===== src/rtl/core/poisson_disk_grid_sampler_top_defines.svh =====
// Assertion macros shared by the sampler RTL
`ifndef POISSON_DISK_GRID_SAMPLER_TOP_DEFINES_SVH
`define POISSON_DISK_GRID_SAMPLER_TOP_DEFINES_SVH

// same-cycle implication, disabled in reset
`define PDGS_ASSERT_NOW(lbl, clk, rst, ante, cons) \
  lbl: assert property (@(posedge clk) disable iff (rst) (ante) |-> (cons)) \
    else $error("pdgs check failed");

// next-cycle implication, disabled in reset
`define PDGS_ASSERT_NEXT(lbl, clk, rst, ante, cons) \
  lbl: assert property (@(posedge clk) disable iff (rst) (ante) |=> (cons)) \
    else $error("pdgs check failed");

`endif


===== src/rtl/core/pdgs_pkg.sv =====
// Shared types, codes and constants of the grid sampler
package pdgs_pkg;

  localparam int DEF_GRID_DIM        = 16;
  localparam int DEF_NEIGHBOUR_REACH = 2;
  localparam int STORE_DEPTH         = 4096;
  localparam int PT_AW               = 12;
  localparam int CNT_W               = 13;
  localparam int COORD_W             = 16;
  localparam int RECIP_W             = 20;
  localparam int PROD_W              = COORD_W + RECIP_W;
  localparam int CELL_SHIFT          = 24;
  localparam int CFG_IDX_W           = 3;
  localparam int CFG_DATA_W          = 20;

  typedef enum logic [1:0] {
    KIND_CLEAR   = 2'd0,
    KIND_SEED    = 2'd1,
    KIND_CAND    = 2'd2,
    KIND_ADVANCE = 2'd3
  } kind_t;

  typedef enum logic [2:0] {
    ST_OK        = 3'd0,
    ST_OUTSIDE   = 3'd1,
    ST_TOO_CLOSE = 3'd2,
    ST_TAKEN     = 3'd3,
    ST_NO_PARENT = 3'd4
  } status_t;

  typedef enum logic [CFG_IDX_W-1:0] {
    REG_MIN_X      = 3'd0,
    REG_MIN_Y      = 3'd1,
    REG_MIN_Z      = 3'd2,
    REG_EXTENT_X   = 3'd3,
    REG_EXTENT_Y   = 3'd4,
    REG_EXTENT_Z   = 3'd5,
    REG_MIN_RADIUS = 3'd6,
    REG_CELL_RECIP = 3'd7
  } cfg_reg_t;

  typedef enum logic [3:0] {
    S_SWEEP,
    S_IDLE,
    S_PARENT,
    S_AXIS0,
    S_AXIS1,
    S_EVAL,
    S_SCAN_ADDR,
    S_SCAN_CELL,
    S_SCAN_PT,
    S_SCAN_CMP,
    S_OWN_RD,
    S_OWN_CHK,
    S_DONE
  } state_t;

  typedef struct packed {
    logic                       in_range;
    logic signed [COORD_W-1:0]  pos;
  } axis_info_t;

  function automatic logic signed [COORD_W-1:0] sat_add(
    input logic signed [COORD_W-1:0] a,
    input logic signed [COORD_W-1:0] b
  );
    logic signed [COORD_W:0] s;
    s = {a[COORD_W-1], a} + {b[COORD_W-1], b};
    if (s[COORD_W] != s[COORD_W-1]) begin
      sat_add = s[COORD_W] ? {1'b1, {(COORD_W-1){1'b0}}} : {1'b0, {(COORD_W-1){1'b1}}};
    end else begin
      sat_add = s[COORD_W-1:0];
    end
  endfunction

endpackage


===== src/rtl/core/pdgs_axis.sv =====
// Per-axis flat forcing, extent check and cell index in two register stages
module pdgs_axis #(
  parameter int GRID_DIM = 16,
  parameter int CW       = 4,
  parameter int NW       = 5
) (
  input  logic                               clk,
  input  logic signed [pdgs_pkg::COORD_W-1:0] p,
  input  logic signed [pdgs_pkg::COORD_W-1:0] min_a,
  input  logic [pdgs_pkg::COORD_W-1:0]        extent,
  input  logic [pdgs_pkg::RECIP_W-1:0]        recip,
  output pdgs_pkg::axis_info_t               info,
  output logic [CW-1:0]                      idx,
  output logic [NW-1:0]                      cnt
);
  import pdgs_pkg::*;

  localparam int IDX_W = PROD_W - CELL_SHIFT;

  logic signed [COORD_W-1:0] pf;
  logic signed [COORD_W+1:0] hi;
  logic                      ins;
  logic [COORD_W-1:0]        diff;
  logic signed [COORD_W-1:0] pf_q;
  logic                      ins_q;
  logic [PROD_W-1:0]         dprod;
  logic [PROD_W-1:0]         eprod;
  logic [PROD_W:0]           nsum;
  logic [IDX_W:0]            nraw;
  logic [IDX_W:0]            nsat;
  logic [IDX_W-1:0]          iraw;
  logic [IDX_W:0]            iclamp;

  always_comb begin
    pf   = (extent == '0) ? min_a : p;
    hi   = {{2{min_a[COORD_W-1]}}, min_a} + {2'b00, extent};
    ins  = (pf >= min_a) && ($signed({{2{pf[COORD_W-1]}}, pf}) <= hi);
    diff = COORD_W'(pf - min_a);
  end

  always_ff @(posedge clk) begin
    pf_q  <= pf;
    ins_q <= ins;
    dprod <= PROD_W'(diff) * PROD_W'(recip);
    eprod <= PROD_W'(extent) * PROD_W'(recip);
  end

  always_comb begin
    nsum = {1'b0, eprod} + (PROD_W+1)'({CELL_SHIFT{1'b1}});
    nraw = nsum[PROD_W:CELL_SHIFT];
    if (nraw == '0) begin
      nsat = (IDX_W+1)'(1);
    end else if (nraw > (IDX_W+1)'(GRID_DIM)) begin
      nsat = (IDX_W+1)'(GRID_DIM);
    end else begin
      nsat = nraw;
    end
    iraw = dprod[PROD_W-1:CELL_SHIFT];
    if ({1'b0, iraw} >= nsat) begin
      iclamp = nsat - (IDX_W+1)'(1);
    end else begin
      iclamp = {1'b0, iraw};
    end
  end

  always_ff @(posedge clk) begin
    info.in_range <= ins_q;
    info.pos      <= pf_q;
    idx           <= iclamp[CW-1:0];
    cnt           <= nsat[NW-1:0];
  end

endmodule


===== config.mk =====
export PLATFORM = sky130hd
export DESIGN_NAME = pdgs_axis
export DESIGN_NICKNAME = d
export VERILOG_FILES = /design/src/rtl/core/poisson_disk_grid_sampler_top_defines.svh /design/src/rtl/core/pdgs_pkg.sv /design/src/rtl/core/pdgs_axis.sv
export SDC_FILE = /design/constraint.sdc
export NUM_CORES = 2
export LEC_CHECK = 0
export BUFFER_PORTS_ARGS = -buffer_cell sky130_fd_sc_hd__buf_2
export CORE_MARGIN = 1
export CORE_UTILIZATION = 35
export CTS_BUF_LIST = sky130_fd_sc_hd__clkbuf_16
export CTS_CLUSTER_SIZE = 25
export DETAILED_ROUTE_END_ITERATION = 10
export PLACE_DENSITY = 0.59
export RECOVER_POWER = 25
export SLEW_MARGIN = 20
export SYNTH_ARGS = -nofsm -noshare
export SYNTH_HDL_FRONTEND = slang
export SYNTH_SLANG_ARGS = --single-unit
export TNS_END_PERCENT = 50

===== constraint.sdc =====
create_clock -name clk -period 30 [get_ports clk]
set_input_delay 6 -clock clk [delete_from_list [all_inputs] [get_ports clk]]
set_output_delay 6 -clock clk [all_outputs]
set_load 0.02 [all_outputs]

Word-level counts from Yosys, hierarchy flattened
Cells that the tools add are included.
Widths: inputs -> output; s select.
{"block": "op_classes", "add_sub_neg": 4, "mul": 2, "n_div": 0, "magnitude_cmp": 4, "eq_ne": 0, "shift": 0, "n_mux": 4, "bitwise_logic": 0, "reduce_logical": 3}
{"operator": "$mul 16x20->36", "n": 2}
{"operator": "$add 36x24->37 const B", "n": 1}
{"operator": "$mux 13", "n": 2}
{"operator": "$add 16x17->18", "n": 1}
{"operator": "$le 16x18->1", "n": 1}
{"operator": "$ge 16x16->1", "n": 1}
{"operator": "$logic_not 16->1", "n": 1}
{"operator": "$mux 16", "n": 1}
{"operator": "$sub 16x16->16", "n": 1}
{"operator": "$ge 12x13->1", "n": 1}
{"operator": "$gt 13x5->1 const B", "n": 1}
{"operator": "$logic_not 13->1", "n": 1}
{"operator": "$mux 4", "n": 1}
{"operator": "$sub 4x1->4 const B", "n": 1}
{"operator": "$logic_and 1x1->1", "n": 1}
{"block": "word_totals", "regBits": 115, "latchBits": 0, "mem_bits_rw": 0, "rom_bits": 0, "input_bits": 69, "output_inout_bits": 26, "elab_cells": 25, "mem_count": 0}

Logic depth before layout (Yosys ltp)
{"block": "depth", "depth_word": 6, "mapped_depth": 37}

Worst setup path after synthesis
OpenSTA, ideal clock, no wires.
{"block": "synth_timing", "path_type": "in2reg", "startpoint": "input extent[9] (netlist bit)", "endpoint": "register dprod[35]", "setup_ns": 0.072, "arrival_time_ns": 13.958, "required_ns": 29.928, "path_slack_ns": 15.970, "stages": 35, "n_path_buf": 2, "path_cell_list": "nor4_1 -> nand4_1 -> clkbuf_1 -> mux2i_1 -> ha_1 -> fa_1 -> nand2b_1 -> a21boi_1 -> o21a_1 -> o21a_1 -> o211ai_1 -> o22ai_1 -> nor2_1 -> xnor2_1 -> clkbuf_1 -> nand2_1 -> fa_1 -> inv_1 -> fa_1 -> fa_1 -> fa_1 -> fa_1 -> inv_1 -> fa_1 -> inv_1 -> ha_1 -> a21o_1 -> a21oi_1 -> o21ai_0 -> a221oi_1 -> a21boi_1 -> a31o_2 -> a211o_1 -> a21oi_1 -> xnor2_1"}
{"block": "synth_via", "elab_chain_cells": 4}
{"item": "start: declaration", "line_no": "pdgs_axis.sv:10", "source": "input logic [pdgs_pkg::COORD_W-1:0] extent,"}
{"item": "$logic_not 16->1", "line_no": "pdgs_axis.sv:35", "source": "pf = (extent == '0) ? min_a : p;"}
{"item": "$mux 16", "line_no": "pdgs_axis.sv:35"}
{"item": "$sub 16x16->16", "line_no": "pdgs_axis.sv:38", "source": "diff = COORD_W'(pf - min_a);"}
{"item": "$mul 16x20->36", "line_no": "pdgs_axis.sv:44", "source": "dprod <= PROD_W'(diff) * PROD_W'(recip);"}
{"item": "end signal: assignment", "line_no": "pdgs_axis.sv:44"}
{"item": "end: declaration", "line_no": "pdgs_axis.sv:26", "source": "logic [PROD_W-1:0] dprod;"}
No other way between the ends.

Worst setup path after layout
{"block": "layout_timing", "startpoint": "input extent[15] (netlist bit)", "endpoint": "register dprod[35]"}
{"block": "layout_via", "elab_chain_cells": 4}
{"item": "$logic_not 16->1", "line_no": "pdgs_axis.sv:35"}
{"item": "$mux 16", "line_no": "pdgs_axis.sv:35"}
{"item": "via pf[1]", "line_no": "pdgs_axis.sv:20", "source": "logic signed [COORD_W-1:0] pf;"}
{"item": "$sub 16x16->16", "line_no": "pdgs_axis.sv:38"}
{"item": "$mul 16x20->36", "line_no": "pdgs_axis.sv:44"}
The timed path passes the listed nets, and every way through them passes these cells.

==> results.sh <==
export IMPL_timing_max_slew_rel_slack=-0.08795
export IMPL_number_of_global_route_vias_before_repair=19080
export IMPL_post_drt_via_cell_ratio=4.812
export IMPL_syn_to_final_growth_pct=7.006
export IMPL_hold_path_class="flop to flop"
export IMPL_synth_cells=2792
export IMPL_drv_max_cap_violation_count=1
export IMPL_yosysUniqueCellTypes=63
export IMPL_path_class="primary input to flop"
export IMPL_htree_levels=3
export IMPL_primary_ff_master_synth="sky130_fd_sc_hd__dfxtp_1"
export IMPL_synth_yosys_seq_area_share=0.07398
export IMPL_tritoncts="built"
export IMPL_worstPathArrival_ps=15520
export IMPL_pin_count=95
export IMPL_fraction_of_final_layout_cells_with_drive_strength_greater_than_1=0.05607
export IMPL_rsz_0062_raised_after_global_routing="false"
export IMPL_timing_final_setup_violations=0
export IMPL_worstPathMaxFanout=31
export IMPL_finalCriticalPeriod_ps=15180
export IMPL_drcViolationCount=0
export IMPL_die_area_sq_um=71430
export IMPL_timing_reg2reg_setup_slack_ps=25060
export IMPL_detail_route_first_pass_iterations=5
export IMPL_synth_avg_cell_area_sq_um=8.820
export IMPL_wire_per_inst_um=17.02
export IMPL_crit_path_setup_slack_layout_ps=14820
export IMPL_grt_remaining_overflow=0
export IMPL_die_y_um=267.3
export IMPL_stdcell_count=3732
export IMPL_netlist_area_leader_share=0.4073
export IMPL_tritoncts_num_buffers=9
export IMPL_outcome="finished with violations"
export IMPL_grt_usage=0.1919
export IMPL_post_place_ws_ps=14420
export IMPL_core_sq_um=69070
export IMPL_gp_congestion=0.8661
export IMPL_initial_utilization=0.3566
export IMPL_async_reset_ff_frac=0
export IMPL_max_freq_mhz=65.86
export IMPL_final_fill_count=7112
export IMPL_worst_path_most_repeated_cell="sky130_fd_sc_hd__fa_1"
export IMPL_totalWireLength_um=63510
export IMPL_slew_viol_final=33
export IMPL_placedCellCount=3716
export IMPL_critPathLaunchType="primary input"
export IMPL_post_synthesis_compound_gate_area_fraction=0.06285
export IMPL_ant_nets=0
export IMPL_synth_yosys_warnings=0
export IMPL_synth_adder_area_share=0.5485
export IMPL_grt_start_max_net_pins=43
export IMPL_synth_cell_area_sq_um=24630
export IMPL_final_net_count=3644
export IMPL_pin_slew_with_the_least_headroom_to_its_limit_ps=1632
export IMPL_critical_path_max_stage_delay_ps=520
export IMPL_cts_root_buffer_cell="sky130_fd_sc_hd__clkbuf_16"
export IMPL_clock_skew_ps=16.02
export IMPL_setup_total_negative_slack_ps=0
export IMPL_yosys_area_share_simple=0.1630
export IMPL_row_count=96
export IMPL_synth_edf_count=0
export IMPL_synth_top_cells_by_area="sky130_fd_sc_hd__fa_1 41%, sky130_fd_sc_hd__ha_1 14%, sky130_fd_sc_hd__inv_1 9.3%"
export IMPL_cts_buffer_depth=2
export IMPL_synth_area_leader_cell="sky130_fd_sc_hd__fa_1"
export IMPL_timing_critical_path_to_type="flop"
export IMPL_initialDrtViolationCount=802
export IMPL_post_cts_setup_bufs=0
export IMPL_worst_path_max_delay_cell="sky130_fd_sc_hd__fa_1"
export IMPL_synth_area_mux_share=0.01103
export IMPL_clock_sinks=91
export IMPL_failed_checks="capacitance limit, slew limit"
export IMPL_dp_hpwl_um=48530
export IMPL_detailroute_via_count=17959
export IMPL_final_hold_viol_count=0
export IMPL_grt_pass1_wl_um=105600
export IMPL_postSynthRegisterBits=91
export IMPL_synth_top_family_by_area="adder cells"
export IMPL_cp_required_ps=30340
export IMPL_clk_insertion_delay_late_ps=410
export IMPL_grt_antenna_before_repair=1
export IMPL_clk_transition_reported_paths_ps=80
export IMPL_ctsHoldBuffers=0
export IMPL_fin_crit_sh=0.5061
export IMPL_die_width_um=267.3
export IMPL_synthXorXnorAreaFrac=0.02632
export IMPL_portBuffers=94
export IMPL_cts_repair_resized=0
[synth_stat cells (5+ instances only)]
master and n:
sky130_fd_sc_hd__xnor2_1 52, sky130_fd_sc_hd__nor4_1 15, sky130_fd_sc_hd__xor2_1 22, sky130_fd_sc_hd__o211ai_1 5, sky130_fd_sc_hd__fa_1 501, sky130_fd_sc_hd__a211oi_1 8, sky130_fd_sc_hd__o21ai_0 43, sky130_fd_sc_hd__nand2_1 455
sky130_fd_sc_hd__nand4_1 10, sky130_fd_sc_hd__o21a_1 12, sky130_fd_sc_hd__nor2b_1 17, sky130_fd_sc_hd__ha_1 278, sky130_fd_sc_hd__nor3_1 13, sky130_fd_sc_hd__a21o_1 35, sky130_fd_sc_hd__a31oi_1 5, sky130_fd_sc_hd__nor2_1 46
sky130_fd_sc_hd__clkbuf_1 128, sky130_fd_sc_hd__nand3_1 12, sky130_fd_sc_hd__nand2b_1 54, sky130_fd_sc_hd__and2_1 198, sky130_fd_sc_hd__a21boi_1 5, sky130_fd_sc_hd__a21oi_1 70, sky130_fd_sc_hd__o21bai_1 9, sky130_fd_sc_hd__mux2_1 8
sky130_fd_sc_hd__and3_1 9, sky130_fd_sc_hd__or2_2 5, sky130_fd_sc_hd__inv_1 609, sky130_fd_sc_hd__mux2i_1 17, sky130_fd_sc_hd__dfxtp_1 91
[critical path: cells and delay by family]
kind            cells  cell delay, ps
mux                 1             250
simple gates        4             490
buf+inv             5            1220
compound gates     16            3910
fa+ha+maj           8            3490
xor+xnor            1             140
[cells in the final DEF, fill, tap and decap left out, drive strengths merged, types with 6 or more instances in the layout]
cell type	instances
a211oi	8
a21boi	6
a21o	35
a21oi	71
and2	198
and3	9
buf	118
clkbuf	11
conb	7
dfxtp	91
fa	501
ha	278
inv	613
mux2	9
mux2i	17
nand2	455
nand2b	54
nand3	12
nand4	10
nor2	46
nor2b	17
nor3	13
nor4	15
o21a	12
o21ai	47
o21bai	9
xnor2	52
xor2	22
[flip-flops by register name (all words and copies together), names as in the netlist]
| register | cells |
|---|---|
| idx | 4 |
| pf_q | 16 |
| dprod | 12 |
| ins_q | 1 |
| cnt | 5 |
| eprod | 36 |
| info | 17 |
[layout make-up]
type / count / area [sq um] / share of cell area
diodes: 1 / 2.502 / 0.00009496
clock buffers: 9 / 225.2 / 0.008547
clock inverters: 6 / 96.34 / 0.003656
inverters: 610 / 2290 / 0.08689
multi-input cells: 1964 / 20090 / 0.7623
flip-flops and latches: 91 / 1822 / 0.06913
well taps: 931 / 1165 / 0.04421
repair buffers: 120 / 663.1 / 0.02517
[worst paths after layout]
kind                                 start         to  cells after the start
worst min register to register    pf_q[15]   info[15]                      0
worst min-delay path              pf_q[15]   info[15]                      0
worst max register to register   eprod[22]     idx[2]                     16
worst max-delay path            extent[15]  dprod[35]                     35
[per-stage QoR]
stage,util,hold slack [ps],area (sq um)
floorplan,-,309.6,24650
detailed placement,0.3770,312.1,26040
global route,0.3815,334.0,26350
CTS,0.3816,329.8,26360
global placement,0.3769,311.6,26030
finish,0.3815,328.4,26350
[per-layer routing]
layer,GRT usage,vias to the layer above,share of wire
met3,0.02317,88,0.036
met5,0,-,0
li1,-,8392,-
met2,0.3304,317,0.48
met1,0.2464,9162,0.44
met4,0.06943,0,0.038
[kinds of logic after synthesis]
family | count (synthesis)
flops | 91
xor+xnor | 74
compound gates | 234
other cells | 1
buf+inv | 743
simple gates | 844
fa+ha+maj | 779
mux | 26
Power is left out: the tool's default activity adds up to more than one toggle a clock period on the data nets, which glitch-free logic cannot reach.
